`src/design/ftp_pkg.sv`:
```
// Shared widths, command codes and constants for the fan tach turn period block.
package ftp_pkg;

   localparam int STAMP_W = 16;

   typedef logic [STAMP_W-1:0] stamp_type;

   // Command codes carried in the cmd field of an input word.
   localparam logic CMD_CAPTURE = 1'b0;
   localparam logic CMD_REARM   = 1'b1;

   // Top of the free-running timer, used by the wrap rule.
   localparam stamp_type TIMER_MAX = 16'hFFFF;

   // Reset value of the glitch threshold register.
   localparam stamp_type GLITCH_RESET = 16'd500;

endpackage

```
`src/design/ftp_if.sv`:
```
// Valid/ready channel interfaces for the capture requests and the period responses.
interface ftp_req_if;
   import ftp_pkg::*;

   logic      valid;
   logic      ready;
   logic      cmd;
   stamp_type capture_time;

   modport source (output valid, output cmd, output capture_time, input ready);
   modport sink   (input valid, input cmd, input capture_time, output ready);
endinterface

interface ftp_rsp_if;
   import ftp_pkg::*;

   logic      valid;
   logic      ready;
   logic      period_valid;
   stamp_type turn_period;
   logic      edge_accepted;

   modport source (output valid, output period_valid, output turn_period,
                   output edge_accepted, input ready);
   modport sink   (input valid, input period_valid, input turn_period,
                   input edge_accepted, output ready);
endinterface

```
`src/design/fan_tach_turn_period_core.sv`:
```
// Fan tach turn period measurement core: interval check, turn counting and period output.
// A response word is registered at the edge that accepts its request.
// Throughput: one request word per cycle, limited only by the response register draining.
// The single output register is the only stage; all interval and period math sits in front of it.
// Reset (synchronous, active high): armed, no stamps counted, wrap mark clear,
// glitch threshold 500, response register empty.
module fan_tach_turn_period_core #(
   parameter int PULSES_PER_TURN = 4
) (
   input  logic                   clock,
   input  logic                   reset,
   ftp_req_if.sink                req_ch,
   ftp_rsp_if.source              rsp_ch,
   input  logic                   csr_wr_en,
   input  ftp_pkg::stamp_type     csr_wr_data
);
   import ftp_pkg::*;

   // The edge index counts stored stamps of the running measurement and must hold
   // PULSES_PER_TURN itself.
   localparam int IDX_W = $clog2(PULSES_PER_TURN + 1);
   localparam logic [IDX_W-1:0] LAST_IDX = IDX_W'(PULSES_PER_TURN);

   // Configuration.
   stamp_type glitch_ff;

   // Measurement state. Only the first stamp and the last accepted stamp are ever
   // read back, so two registers replace the whole stamp store: a rejected stamp
   // would be overwritten anyway, and the turn period uses the completing stamp
   // directly.
   stamp_type        first_ff, first_in;
   stamp_type        prev_ff, prev_in;
   logic [IDX_W-1:0] edge_index_ff, edge_index_in;
   logic             wrap_ff, wrap_in;
   logic             armed_ff, armed_in;

   // Response register.
   logic      rsp_valid_ff, rsp_valid_in;
   logic      period_valid_ff, period_valid_in;
   stamp_type turn_period_ff, turn_period_in;
   logic      edge_accepted_ff, edge_accepted_in;

   logic      accept;
   logic      first_stamp;
   logic      prev_below;
   stamp_type interval;
   logic      interval_ok;
   logic      wrap_now;
   logic      turn_done;
   stamp_type period;

   // A new word is taken whenever the response register is empty or is being drained.
   assign req_ch.ready = !rsp_valid_ff || rsp_ch.ready;
   assign accept       = req_ch.valid && req_ch.ready;

   // Interval to the last accepted stamp. Equal stamps count as a full wrap.
   assign first_stamp = (edge_index_ff == '0);
   assign prev_below  = (prev_ff < req_ch.capture_time);
   assign interval    = prev_below ? (req_ch.capture_time - prev_ff)
                                   : ((TIMER_MAX - prev_ff) + req_ch.capture_time);
   assign interval_ok = (interval > glitch_ff);

   // The wrap mark is sticky even across rejected intervals, and the period of the
   // completing word already sees the wrap of that word.
   assign wrap_now  = wrap_ff || !prev_below;
   assign turn_done = interval_ok && (edge_index_ff == LAST_IDX);
   assign period    = wrap_now ? ((TIMER_MAX - first_ff) + req_ch.capture_time)
                               : (req_ch.capture_time - first_ff);

   always_comb begin
      first_in         = first_ff;
      prev_in          = prev_ff;
      edge_index_in    = edge_index_ff;
      wrap_in          = wrap_ff;
      armed_in         = armed_ff;
      rsp_valid_in     = rsp_valid_ff && !rsp_ch.ready;
      period_valid_in  = period_valid_ff;
      turn_period_in   = turn_period_ff;
      edge_accepted_in = edge_accepted_ff;

      if (accept) begin
         rsp_valid_in     = 1'b1;
         period_valid_in  = 1'b0;
         turn_period_in   = '0;
         edge_accepted_in = 1'b0;

         if (req_ch.cmd == CMD_REARM) begin
            // Rearm leaves a running measurement untouched.
            armed_in = 1'b1;
         end else if (armed_ff) begin
            if (first_stamp) begin
               first_in         = req_ch.capture_time;
               prev_in          = req_ch.capture_time;
               edge_index_in    = IDX_W'(1);
               edge_accepted_in = 1'b1;
            end else begin
               wrap_in = wrap_now;
               if (interval_ok) begin
                  edge_accepted_in = 1'b1;
                  prev_in          = req_ch.capture_time;
                  if (turn_done) begin
                     period_valid_in = 1'b1;
                     turn_period_in  = period;
                     armed_in        = 1'b0;
                     wrap_in         = 1'b0;
                     edge_index_in   = '0;
                  end else begin
                     edge_index_in = edge_index_ff + IDX_W'(1);
                  end
               end
            end
         end
      end
   end

   always_ff @(posedge clock) begin
      if (reset) begin
         glitch_ff     <= GLITCH_RESET;
         edge_index_ff <= '0;
         wrap_ff       <= 1'b0;
         armed_ff      <= 1'b1;
         rsp_valid_ff  <= 1'b0;
      end else begin
         if (csr_wr_en) begin
            glitch_ff <= csr_wr_data;
         end
         edge_index_ff <= edge_index_in;
         wrap_ff       <= wrap_in;
         armed_ff      <= armed_in;
         rsp_valid_ff  <= rsp_valid_in;
      end
   end

   always_ff @(posedge clock) begin
      first_ff         <= first_in;
      prev_ff          <= prev_in;
      period_valid_ff  <= period_valid_in;
      turn_period_ff   <= turn_period_in;
      edge_accepted_ff <= edge_accepted_in;
   end

   assign rsp_ch.valid         = rsp_valid_ff;
   assign rsp_ch.period_valid  = period_valid_ff;
   assign rsp_ch.turn_period   = turn_period_ff;
   assign rsp_ch.edge_accepted = edge_accepted_ff;

   // A completed turn disarms the block and restarts the stamp count.
   assert property (@(posedge clock) disable iff (reset)
      (accept && turn_done && armed_ff && !first_stamp && req_ch.cmd == CMD_CAPTURE)
      |=> (!armed_ff && edge_index_ff == '0 && !wrap_ff))
      else $error("completed turn did not disarm and clear the measurement");

   // The stamp count never goes past the turn length between words.
   assert property (@(posedge clock) disable iff (reset)
      edge_index_ff <= LAST_IDX)
      else $error("edge index out of range");

   // A capture while disarmed produces an all-zero response and keeps the block disarmed.
   assert property (@(posedge clock) disable iff (reset)
      (accept && !armed_ff && req_ch.cmd == CMD_CAPTURE)
      |=> (rsp_valid_ff && !period_valid_ff && !edge_accepted_ff && !armed_ff))
      else $error("disarmed capture changed state or reported an edge");

   // A reported period always comes with an accepted edge; otherwise the period is zero.
   assert property (@(posedge clock) disable iff (reset)
      rsp_valid_ff |-> (period_valid_ff ? edge_accepted_ff : (turn_period_ff == '0)))
      else $error("inconsistent response fields");

endmodule

```
`src/flat_wrapper.sv`:
```
// flat-port wrapper written by rule: the top's interface ports become plain ports
module fan_tach_turn_period_core_flat import ftp_pkg::*;
#(
   parameter int PULSES_PER_TURN = 4
)
  (clock, reset, csr_wr_en, csr_wr_data, req_ch_valid, req_ch_cmd, req_ch_capture_time, req_ch_ready, rsp_ch_valid, rsp_ch_period_valid, rsp_ch_turn_period, rsp_ch_edge_accepted, rsp_ch_ready);
  ftp_req_if req_ch_i ();
  ftp_rsp_if rsp_ch_i ();
  input  logic clock;
  input  logic reset;
  input  logic csr_wr_en;
  input  ftp_pkg::stamp_type csr_wr_data;
  input wire logic [$bits(req_ch_i.valid)-1:0] req_ch_valid;
  input wire logic [$bits(req_ch_i.cmd)-1:0] req_ch_cmd;
  input wire logic [$bits(req_ch_i.capture_time)-1:0] req_ch_capture_time;
  output wire logic [$bits(req_ch_i.ready)-1:0] req_ch_ready;
  output wire logic [$bits(rsp_ch_i.valid)-1:0] rsp_ch_valid;
  output wire logic [$bits(rsp_ch_i.period_valid)-1:0] rsp_ch_period_valid;
  output wire logic [$bits(rsp_ch_i.turn_period)-1:0] rsp_ch_turn_period;
  output wire logic [$bits(rsp_ch_i.edge_accepted)-1:0] rsp_ch_edge_accepted;
  input wire logic [$bits(rsp_ch_i.ready)-1:0] rsp_ch_ready;
  assign req_ch_i.valid = req_ch_valid;
  assign req_ch_i.cmd = req_ch_cmd;
  assign req_ch_i.capture_time = req_ch_capture_time;
  assign req_ch_ready = req_ch_i.ready;
  assign rsp_ch_valid = rsp_ch_i.valid;
  assign rsp_ch_period_valid = rsp_ch_i.period_valid;
  assign rsp_ch_turn_period = rsp_ch_i.turn_period;
  assign rsp_ch_edge_accepted = rsp_ch_i.edge_accepted;
  assign rsp_ch_i.ready = rsp_ch_ready;
  fan_tach_turn_period_core #(.PULSES_PER_TURN(PULSES_PER_TURN)) u_core (.clock(clock), .reset(reset), .req_ch(req_ch_i), .rsp_ch(rsp_ch_i), .csr_wr_en(csr_wr_en), .csr_wr_data(csr_wr_data));
endmodule
```
`config.mk`:
```
export PLATFORM = sky130hd
export DESIGN_NAME = fan_tach_turn_period_core_flat
export DESIGN_NICKNAME = d
export VERILOG_FILES = /design/src/design/ftp_pkg.sv /design/src/design/ftp_if.sv /design/src/design/fan_tach_turn_period_core.sv /design/src/flat_wrapper.sv
export SDC_FILE = /design/constraint.sdc
export NUM_CORES = 1
export LEC_CHECK = 0
export ABC_AREA = 1
export BUFFER_PORTS_ARGS = -buffer_cell sky130_fd_sc_hd__clkbuf_2
export CORE_UTILIZATION = 31
export DETAILED_ROUTE_END_ITERATION = 6
export GPL_TIMING_DRIVEN = 0
export PLACE_DENSITY = 0.48
export SLEW_MARGIN = 20
export SYNTH_ARGS = -nofsm -noshare
export SYNTH_HDL_FRONTEND = slang
export SYNTH_SLANG_ARGS = --single-unit
```
`constraint.sdc`:
```
create_clock -name clock -period 3.5 [get_ports clock]
set_input_delay 0.175 -clock clock [delete_from_list [all_inputs] [get_ports clock]]
set_output_delay 0.175 -clock clock [all_outputs]
set_load 0.05 [all_outputs]
```
---- After elaboration in Yosys (flattened, before gate mapping) ----
Cells that the tools add are included.
operators by class
  mux-type cells .......................... 18
  equality and inequality tests ........... 1
  bitwise gates (word level) .............. 5
  add/subtract/negate cells ............... 7
  $lt $le $gt $ge ......................... 2
  reduce and logical (&&, ||, !) cells .... 16
operators by type and width
  kind                      count
  $mux W16                  4
  $add A16 B16 Y16          2
  $sub A16 B16 Y16          2
  $sub A16 B16 Y16 const A  2
  $gt A16 B16 Y1            1
  $lt A16 B16 Y1            1
  $reduce_and A4 Y1         3
  $mux W1                   11
  $mux W3                   3
  $not A1 Y1                5
  $reduce_or A5 Y1          1
  $reduce_or A4 Y1          1
  $add A3 B1 Y3 const B     1
  $eq A3 B3 Y1 const B      1
  $logic_and A1 B1 Y1       3
  $logic_not A1 Y1          3
  $logic_not A3 Y1          1
  $logic_or A1 B1 Y1        2
  $reduce_bool A2 Y1        1
  $reduce_or A2 Y1          1
storage, ports and cells
  register bits after elaboration ......... 72
  bits of input ports ..................... 38
  output and inout port bits .............. 20

---- Longest topological paths before layout ----
Gate-level depths: netlist of run 1.
  word-level depth ........................ 10
  gate-level depth with buffers ........... 32
  mapped depth without buffers ............ 32

---- Least setup slack after synthesis of run 1 ----
No wires, ideal clock.
  path kind ............................... flip-flop to flip-flop
  start ................................... register u_core.prev_ff[0]
  end ..................................... register u_core.prev_ff[0] (enable)
  path buffers ............................ 1
  setup slack ............................. -0.044 ns
  arrival ................................. 3.180 ns
  required time ........................... 3.136 ns
  stages on the path, launching flop included .. 24
  cells stage by stage .................... edfxtp_1 ha_1 inv_1 fa_1 nand2_1 nand2_1 nand2_1 nand2_2 nand2_1 nand2_2 nand2_2 buf_4 nand2_1 nand2_1 inv_1 ha_1 nand2_1 nor3_1 nand2_1 nand2_1 nand2_1 nand2_1 nand3_1 inv_1
between the ends
  cells in the longest elaborated chain, start to end .. 6
  elaborated cells between the ends (all ways) .. 8
ends and longest elaborated chain
  item                            line                              text
  start, declared                 fan_tach_turn_period_core.sv:32   stamp_type prev_ff, prev_in;
  start signal, assigned          fan_tach_turn_period_core.sv:136  prev_ff <= prev_in;
  $sub A16 B16 Y16                fan_tach_turn_period_core.sv:60   : ((TIMER_MAX - prev_ff) + req_ch.capture_time);
  $add A16 B16 Y16                fan_tach_turn_period_core.sv:60
  $mux W16 *                      fan_tach_turn_period_core.sv:59   assign interval = prev_below ? (req_ch.capture_time - prev_ff)
  $gt A16 B16 Y1 *                fan_tach_turn_period_core.sv:61   assign interval_ok = (interval > glitch_ff);
  $reduce_bool A2 Y1 (no line) *  --
  $reduce_and A4 Y1 (no line) *   --
Mark *: on every way between the ends. The rest lies on a longest branch, timed or not.
A chain may end at the register's enable or synchronous reset.

---- Final worst setup path of run 1 ----
  start ................................... register u_core.prev_ff[0]
  end ..................................... register u_core.turn_period_ff[1] (netlist: u_core.rsp_ch.turn_period[1]), data pin
between the ends
  cells in the longest elaborated chain, start to end .. 7
  elaborated cells between the ends (all ways) .. 13
ends and longest elaborated chain
  item                        line                              text
  $sub A16 B16 Y16            fan_tach_turn_period_core.sv:60
  $add A16 B16 Y16            fan_tach_turn_period_core.sv:60
  $mux W16                    fan_tach_turn_period_core.sv:59
  $gt A16 B16 Y1              fan_tach_turn_period_core.sv:61
  $logic_and A1 B1 Y1         fan_tach_turn_period_core.sv:66   assign turn_done = interval_ok && (edge_index_ff == LAST_IDX);
  $not A1 Y1 (no line)        --
  $reduce_or A5 Y1 (no line)  --
  end signal, assigned        fan_tach_turn_period_core.sv:138  turn_period_ff <= turn_period_in;
  end, declared               fan_tach_turn_period_core.sv:40   stamp_type turn_period_ff, turn_period_in;
Parallel ways exist; a longest one is shown, timed or not.

==> metrics.yaml, run 1 <==
cells_and_area:
  mostFrequentLayoutCell: "nand2_1"
  num-fill-cells: 1835
  final_util_pct: 42.1
  n_antenna_cell: 0
  area_delta_synth_final_pct: 31.9
  drive_above_1_share_pct: 27.1
  most-common-layout-cells: "nand2_1 (184), inv_1 (130), nor2_1 (62), clkbuf_2 (56), edfxtp_1 (50)"
  fin_nets: 989
sta:
  finClkSkew_ns: 0.0104
  fin_crit_sh_pct: 102
  whs_ns: 0.0423
  setup_ws_ns: -0.0619
  max_slew.worst_pin.slew_ns: 0.841
  report.final.slew_viol_count: 0
  hold_viol: 0
  fmax_mhz: 281
  rsz0062_at_grt: "true"
  layout_min_cycle_time_ns: 3.56
  setup_viol: 33
  max_slew_margin_pct: 43.9
drt:
  vias: 5181
  wl_um: 15500
  wl_per_cell_um: 13.7
  via_per_inst: 4.58
  drc_errors: 12
  drt_iter0_drc: 259
  first_pass_iters: 6
  ant_nets: 0
clock_tree:
  htree_levels: 3
  holdBufCountCts: 0
  cts_tree: "yes"
  clk_pin_slew_ns: 0.06
  cts_root_buffer: "clkbuf_16"
  clk_latency_ns: 0.35
  numCtsBuffers: 9
  clock_sinks: 72
  cts_buffer_depth: 2
critical_path:
  start_kind: "flop"
  setup.worst_path.end_class: "flop"
  crit_path_max_fanout: 10
  startpoint: "u_core.prev_ff[0]"
  cp.arrival_ns: 3.67
  worstPathRequired_ns: 3.60
  r2r_start: "u_core.prev_ff[0]"
  criticalPathCategory: "reg -> reg"
run:
  cap_violations: 0
logic_synthesis:
  syn_inst: 794
  syn-num-nets: 887
  ys_seq_elements: 72
  avgSynthCellArea_um2: 7.27
  ys_seq_area_share_pct: 33.6
  yosysWarnings: 0
  ys_types: 35
  netlist_area_um2: 5770
global_routing:
  antenna_found_initial: 0
  grt_pass1_vias: 4954
  grt-ovfl-total: 0
  grt_usage_pct: 16.6
  grt_max_degree: 20
  grt_pass1_wl_um: 25000
power:
  ir_worst_vdd_mv: 0.235
  leakage_nw: 3.67
  p_total_w: 0.00322
  powerDensity_nw_per_um2: 423
die:
  die_h_um: 138
  core_region_area_um2: 18100
  start_util_pct: 31.9
  die_area_um2: 19200
  fp.dieW_um: 138
  rows: 49
  ioPinCount: 58
min_path:
  hp-start: "csr_wr_data[2]"
  min_path_type: "in -> reg"
placement:
  place_ws_ns: -1.08
  detailed_place_hpwl_um: 11800
  numPortBuffers: 56
  gp_congestion: 0.840
run_status:
  status: "finished with violations"
  violations: "design-rule violations, negative setup slack"
metal layers:
| layer | global-route usage [%] | share of wire [%] | vias to the layer above | wire length, um |
|---|---|---|---|---|
| met2 | 27.8 | 47 | 68 | 7330 |
| li1 | - | - | 2739 | - |
| met5 | 0 | 0 | - | 0 |
| met3 | 2.94 | 2.9 | 17 | 442 |
| met1 | 21.5 | 48 | 2357 | 7450 |
| met4 | 5.80 | 1.6 | 0 | 247 |
cells in the mapped netlist (all sizes together):
master  instances  area [um^2]
nor4            1         6.26
or2             2         12.5
nor3            9         55.1
edfxtp         50         1500
o31ai           1         7.51
nor3b           1         12.5
ha             51          638
clkbuf          4         15.0
dfxtp          22          440
nand3b          4         42.5
o21bai          2         15.0
inv           144          543
a21o            3         22.5
xnor2           2         17.5
a31oi           1         6.26
o211ai          2         15.0
nand4           2         12.5
nand3          26          130
buf             5         50.1
fa              4         80.1
clkinv          1         3.75
nand2         229          895
o21ai          51          255
nor2           68          258
xor2           41          359
a21oi          68          378
worst max-delay path: stages, from the launching register on:
cell and delay, ns:
edfxtp_1 0.39, ha_4 0.17, inv_4 0.04, fa_2 0.36, nand2_2 0.10, nand2_4 0.06
nand2_2 0.07, nand2_2 0.06, nand2_2 0.09, nand2_4 0.08, nand2_8 0.11, buf_8 0.14
buf_4 0.11, nand2_1 0.04, nand2_1 0.05, inv_1 0.05, ha_1 0.29, a21oi_1 0.14
o21ai_1 0.09, a21oi_2 0.17, nand2_2 0.09, buf_4 0.14, nand3_2 0.09, inv_2 0.06
nand2_4 0.09, buf_12 0.14, nor2_1 0.05
report_power, final:
| part | total, W | switching (W) | internal [W] |
|---|---|---|---|
| clock network | 0.000953 | 0.000397 | 0.000556 |
| logic | 0.00127 | 0.000772 | 0.000503 |
| registers | 0.000989 | 0.0000159 | 0.000973 |
| total | 0.00322 | 0.00118 | 0.00203 |
final cells by class:
type	count	area [um^2]	area share [%]
clock buffers	10	229	3.01
multi-input cells	568	3800	50.0
inverters	145	571	7.50
clock inverters	6	68.8	0.904
repair buffers	91	618	8.12
plain buffers	9	92.6	1.22
flip-flops and latches	72	1940	25.5
well taps	229	287	3.76
cell families after synthesis:
logic type      share of synthesized area, %
simple gates                            24.7
buf+inv                                 10.6
compound gates                          12.1
flops                                   33.6
fa+ha+maj                               12.4
xor+xnor                                6.53
sequential cells by signal, indices dropped and copies added, names as in the netlist:
signal and cells:
u_core.rsp_ch.edge_accepted 1, u_core.edge_index_ff 3, u_core.glitch_ff 16, u_core.rsp_ch.valid 1, u_core.first_ff 16, u_core.rsp_ch.period_valid 1
u_core.wrap_ff 1, u_core.prev_ff 16, u_core.armed_ff 1, u_core.rsp_ch.turn_period 16
path summary, 6_finish.rpt:
check	end	slack (ns)	cells past startpoint
setup / recovery	u_core.rsp_ch.turn_period[1]	-0.06	26
hold / removal	u_core.glitch_ff[2]	0.04	3
setup reg to reg	u_core.rsp_ch.turn_period[1]	-0.06	26
hold reg to reg	u_core.glitch_ff[5]	0.47	2
through the flow:
step	setup TNS, ns	instance area [um^2]	std cells
2_1_floorplan	0	5780	794
3_3_place_gp	-37.93	6340	1079
3_5_place_dp	-36.01	6340	1079
4_1_cts	-1.39	7270	1124
5_1_grt	-9.13	7610	1130
6_report	-1.42	7610	1130
what timing repair did:
| action | CTS | global route |
|---|---|---|
| setup endpoints to repair | 39 | 38 |
| resized for setup | 79 | 76 |
| hold endpoints to repair | 0 | 0 |
| gates cloned | 2 | 0 |
| setup buffers | 27 | 9 |
| pin swaps | 26 | 26 |
(Power assumes the default switching activity.)
==> inputs of run 2 (changes only) <==
--- a/config.mk
+++ b/config.mk
@@ -15,3 +15,4 @@
 export SYNTH_ARGS = -nofsm -noshare
 export SYNTH_HDL_FRONTEND = slang
 export SYNTH_SLANG_ARGS = --single-unit
+export TNS_END_PERCENT = 20
==> metrics.yaml, run 2 (same netlist as run 1, synthesis figures left out) <==
die:
  core_region_area_um2: 18100  # unchanged
  die_h_um: 138  # unchanged
  ioPinCount: 58  # unchanged
  fp.dieW_um: 138  # unchanged
  start_util_pct: 31.9  # unchanged
  die_area_um2: 19200  # unchanged
  rows: 49  # unchanged
sta:
  setup_ws_ns: -0.0590  # +0.00297 ns
  finClkSkew_ns: 0.00977  # -0.000614 ns
  hold_viol: 0  # unchanged
  layout_min_cycle_time_ns: 3.56  # -0.00297 ns
  setup_viol: 33  # unchanged
  max_slew.worst_pin.slew_ns: 0.838  # -0.00270 ns
  report.final.slew_viol_count: 0  # unchanged
  fin_crit_sh_pct: 102  # about the same
  fmax_mhz: 281  # about the same
  rsz0062_at_grt: "true"
  max_slew_margin_pct: 44.1  # +0.18 points
clock_tree:
  clock_sinks: 72  # unchanged
  cts_tree: "yes"
  htree_levels: 3  # unchanged
  clk_latency_ns: 0.35  # about the same
  cts_buffer_depth: 2  # unchanged
  cts_root_buffer: "clkbuf_16"
  clk_pin_slew_ns: 0.06  # about the same
  holdBufCountCts: 0  # unchanged
  numCtsBuffers: 9  # unchanged
drt:
  first_pass_iters: 7  # +1
  drt_iter0_drc: 256  # -1.2%
  vias: 5190  # +0.17%
  ant_nets: 0  # unchanged
  drc_errors: 12  # unchanged
  wl_per_cell_um: 13.7  # about the same
  via_per_inst: 4.59  # +0.17%
  wl_um: 15500  # about the same
cells_and_area:
  n_antenna_cell: 0  # unchanged
  seq_area_um2: 1940  # unchanged
  mostFrequentLayoutCell: "nand2_1"
  area_delta_synth_final_pct: 31.9  # unchanged
  num-fill-cells: 1835  # unchanged
  most-common-layout-cells: "nand2_1 (184), inv_1 (130), nor2_1 (62), clkbuf_2 (56), edfxtp_1 (50)"
  fin_nets: 989  # unchanged
  multi_input_area_um2: 3800  # unchanged
  drive_above_1_share_pct: 27.1  # unchanged
  stdcell_area_um2: 7610  # unchanged
critical_path:
  start_kind: "flop"
  crit_top_cell: "nand2_2"
  crit_family: "simple AND/OR/NAND/NOR gates"
  criticalPathCategory: "reg -> reg"
  critPathSlowestCell: "edfxtp_1"
  cp_num_buf_inv: 6  # -1
  r2r_start: "u_core.prev_ff[0]"
  cp.depth: 25  # -3.8%
  rrSetupSlack_ns: -0.06  # about the same
  crit_path_max_fanout: 8  # -2
  r2r_end: "u_core.prev_ff[15]"
  worstPathRequired_ns: 3.56  # -0.04 ns
  reg2reg_depth: 25  # -3.8%
  slowest_delay_ns: 0.39  # about the same
  setup.worst_path.end_class: "flop"
  cp.arrival_ns: 3.62  # -0.05 ns
power:
  ir_worst_vdd_mv: 0.238  # +0.96%
  powerDensity_nw_per_um2: 423  # about the same
  leakage_nw: 3.67  # unchanged
  p_total_w: 0.00322  # about the same
min_path:
  hp-start: "csr_wr_data[2]"
  min_to: "u_core.glitch_ff[2]"
  holdPathStages: 3  # unchanged
  min_path_type: "in -> reg"
global_routing:
  grt_pass1_vias: 4954  # unchanged
  grt-ovfl-total: 0  # unchanged
  grt_usage_pct: 16.6  # unchanged
  grt_max_degree: 20  # unchanged
  grt_pass1_wl_um: 25000  # unchanged
  antenna_found_initial: 0  # unchanged
placement:
  numPortBuffers: 56  # unchanged
  gp_congestion: 0.840  # unchanged
  detailed_place_hpwl_um: 11800  # unchanged
  placed_area_um2: 6340  # unchanged
run:
  cap_violations: 0  # unchanged
run_status:
  status: "finished with violations"
  violations: "design-rule violations, negative setup slack"
[run 2: cell counts in the layout (fill, tap and decap cells not counted)]
Identical to the previous run, type by type.
[run 2: worst max path at each step]
stage | to | start | slack [ns]
6_report | u_core.prev_ff[15] | u_core.prev_ff[0] | -0.06
4_1_cts | u_core.prev_ff[15] | u_core.prev_ff[0] | -0.08
2_1_floorplan | u_core.prev_ff[0] | u_core.prev_ff[0] | 0.04
5_1_grt | u_core.prev_ff[11] | u_core.prev_ff[14] | -0.28
3_3_place_gp | u_core.rsp_ch.turn_period[0] | req_ch_capture_time[0] | -1.14
3_5_place_dp | u_core.prev_ff[15] | req_ch_capture_time[0] | -1.08
[run 2: tightest hold or removal path: stages]
cell and delay [ns]:
clkbuf_2 0.07, a21oi_1 0.05, o21ai_0 0.05
[run 2: layout make-up]
cell class                      count  share of cell area [%]
Multi-Input combinational cell    568                    50.0
Sequential cell                    72                    25.5
Timing Repair Buffer               91                    8.12
Inverter                          145                    7.50
Tap cell                          229                    3.76
Clock buffer                       10                    3.01
Buffer                              9                    1.22
Clock inverter                      6                   0.904
[run 2: timing repair]
item	CTS	global route
resized for setup	78	77
buffers inserted	27	9
pin swaps	26	26
gates cloned	2	0
endpoints found under the setup margin	39	38
[run 2: power by group]
part / switching, W / total, W / internal, W
registers: 0.0000160 / 0.000989 / 0.000973
clock network: 0.000399 / 0.000956 / 0.000556
logic: 0.000772 / 0.00127 / 0.000503
[run 2: per-stage QoR]
step	instances	util, %	hold WS (ns)	setup TNS [ns]	setup WS, ns
after floorplan	794	-	0.274	0	0.0437
after global placement	1079	35.1	0.389	-37.93	-1.14
after detailed placement	1079	35.1	0.396	-36.01	-1.08
after CTS	1124	40.2	0.0316	-1.36	-0.0799
after global routing	1130	42.1	0.0454	-9.13	-0.282
final	1130	42.1	0.0407	-1.34	-0.0590
[run 2: metal layers]
metal  GRT usage (%)  vias to the layer above  routed length [um]
met3            2.94                       19                 432
met4            5.80                        0                 264
met2            27.8                       65                7300
li1                -                     2739                   -
met1            21.5                     2367                7470
met5               0                        -                   0
==> inputs of run 3 (changes only) <==
--- a/config.mk
+++ b/config.mk
@@ -11,6 +11,7 @@
 export DETAILED_ROUTE_END_ITERATION = 6
 export GPL_TIMING_DRIVEN = 0
 export PLACE_DENSITY = 0.48
+export RECOVER_POWER = 100
 export SLEW_MARGIN = 20
 export SYNTH_ARGS = -nofsm -noshare
 export SYNTH_HDL_FRONTEND = slang
==> metrics.yaml, run 3 (same netlist as run 1, synthesis figures left out) <==
sta:
  fmax_mhz: 281  # about the same
  finClkSkew_ns: 0.0104  # +0.000671 ns
  setup_ws_ns: -0.0623  # -0.00333 ns
  fin_crit_sh_pct: 102  # about the same
  setup_viol: 33  # unchanged
  report.final.slew_viol_count: 0  # unchanged
  layout_min_cycle_time_ns: 3.56  # +0.00333 ns
  max_slew.worst_pin.slew_ns: 0.834  # -0.00387 ns
  hold_viol: 0  # unchanged
  max_slew_margin_pct: 44.3  # +0.26 points
  rsz0062_at_grt: "true"
drt:
  first_pass_iters: 7  # unchanged
  wl_um: 15500  # about the same
  via_per_inst: 4.58  # -0.23%
  ant_nets: 0  # unchanged
  wl_per_cell_um: 13.7  # about the same
  drt_iter0_drc: 256  # unchanged
  vias: 5178  # -0.23%
  drc_errors: 12  # unchanged
cells_and_area:
  most-common-layout-cells: "nand2_1 (184), inv_1 (130), nor2_1 (62), clkbuf_2 (55), edfxtp_1 (50)"
  area_delta_synth_final_pct: 31.9  # about the same
  stdcell_count: 1130  # unchanged
  n_antenna_cell: 0  # unchanged
  num-fill-cells: 1835  # unchanged
  drive_above_1_share_pct: 27.0  # -0.11 points
  fin_nets: 989  # unchanged
  mostFrequentLayoutCell: "nand2_1"
die:
  fp.dieW_um: 138  # unchanged
  die_area_um2: 19200  # unchanged
  ioPinCount: 58  # unchanged
  rows: 49  # unchanged
  die_h_um: 138  # unchanged
  core_region_area_um2: 18100  # unchanged
  start_util_pct: 31.9  # unchanged
critical_path:
  setup.worst_path.end_class: "flop"
  start_kind: "flop"
  worstPathRequired_ns: 3.61  # +0.05 ns
  rrSetupSlack_ns: -0.06  # about the same
  cp.arrival_ns: 3.67  # +0.05 ns
  crit_path_max_fanout: 10  # +2
  criticalPathCategory: "reg -> reg"
global_routing:
  grt_max_degree: 20  # unchanged
  grt_pass1_wl_um: 25000  # unchanged
  grt_usage_pct: 16.6  # unchanged
  grt-ovfl-total: 0  # unchanged
  antenna_found_initial: 0  # unchanged
  grt_pass1_vias: 4954  # unchanged
clock_tree:
  numCtsBuffers: 9  # unchanged
  holdBufCountCts: 0  # unchanged
  clk_latency_ns: 0.35  # about the same
  cts_root_buffer: "clkbuf_16"
  clk_pin_slew_ns: 0.06  # about the same
  clock_sinks: 72  # unchanged
  cts_tree: "yes"
  cts_buffer_depth: 2  # unchanged
  htree_levels: 3  # unchanged
placement:
  place_ws_ns: -1.08  # unchanged
  detailed_place_hpwl_um: 11800  # unchanged
  gp_congestion: 0.840  # unchanged
  dp_cells: 1079  # unchanged
  numPortBuffers: 56  # unchanged
run:
  cap_violations: 0  # unchanged
min_path:
  min_path_type: "in -> reg"
power:
  leakage_nw: 3.67  # about the same
  powerDensity_nw_per_um2: 423  # about the same
  ir_worst_vdd_mv: 0.238  # about the same
run_status:
  violations: "design-rule violations, negative setup slack"
  status: "finished with violations"
run 3: power by group:
part	total, W	internal (W)	switching (W)
logic	0.00127	0.000503	0.000772
clock network	0.000956	0.000556	0.000399
registers	0.000989	0.000973	0.0000160
run 3: layout make-up:
cell class | count | area [um^2] | area share [%]
multi-input combinational | 568 | 3800 | 50.0
sequential | 72 | 1940 | 25.5
timing repair buffer | 91 | 617 | 8.10
inverter | 145 | 571 | 7.50
tap | 229 | 287 | 3.76
clock buffer | 10 | 229 | 3.01
buffer | 9 | 92.6 | 1.22
clock inverter | 6 | 68.8 | 0.904
run 3: worst max-delay path, stage by stage (launching register included):
cell and delay, ns:
edfxtp_1 0.39, ha_4 0.17, inv_4 0.04, fa_2 0.36
nand2_2 0.10, nand2_4 0.07, nand2_2 0.07, nand2_2 0.06
nand2_2 0.09, nand2_4 0.08, nand2_8 0.11, buf_8 0.14
buf_4 0.11, nand2_1 0.04, nand2_1 0.05, inv_1 0.05
ha_1 0.29, a21oi_1 0.14, o21ai_1 0.09, a21oi_2 0.17
nand2_2 0.09, buf_4 0.14, nand3_2 0.09, inv_2 0.06
nand2_4 0.09, buf_12 0.14, nor2_1 0.05
run 3: path summary, 6_finish.rpt:
kind,start,to,cells past startpoint
worst max-delay path,u_core.prev_ff[0],u_core.rsp_ch.turn_period[1],26
worst min-delay path,csr_wr_data[2],u_core.glitch_ff[2],3
worst max register to register,u_core.prev_ff[0],u_core.rsp_ch.turn_period[1],26
worst min register to register,u_core.glitch_ff[5],u_core.glitch_ff[5],2
run 3: repair_timing:
item                                    4_1_cts  5_1_grt
gates resized for setup                      78       77
hold endpoints to repair                      0        0
cloned                                        2        0
pin swaps                                    26       26
endpoints found under the setup margin       39       38
setup buffers                                27        9
run 3: through the flow:
step                      total power (W)  util (%)  hold WS, ns  area [um^2]  setup TNS, ns
after global routing              0.00343      42.1       0.0454         7610          -9.13
after floorplan                   0.00174         -        0.274         5780              0
final                             0.00322      42.1       0.0406         7610          -1.42
after detailed placement          0.00198      35.1        0.396         6340         -36.01
after global placement            0.00197      35.1        0.389         6340         -37.93
after CTS                         0.00313      40.2       0.0316         7270          -1.36
run 3: per-layer routing:
layer / share of wire [%] / wire, um / global-route usage (%) / vias up
li1: - / - / - / 2740
met1: 48 / 7490 / 21.5 / 2362
met2: 47 / 7300 / 27.8 / 57
met3: 2.6 / 401 / 2.94 / 19
met4: 1.7 / 264 / 5.80 / 0
met5: 0 / 0 / 0 / -
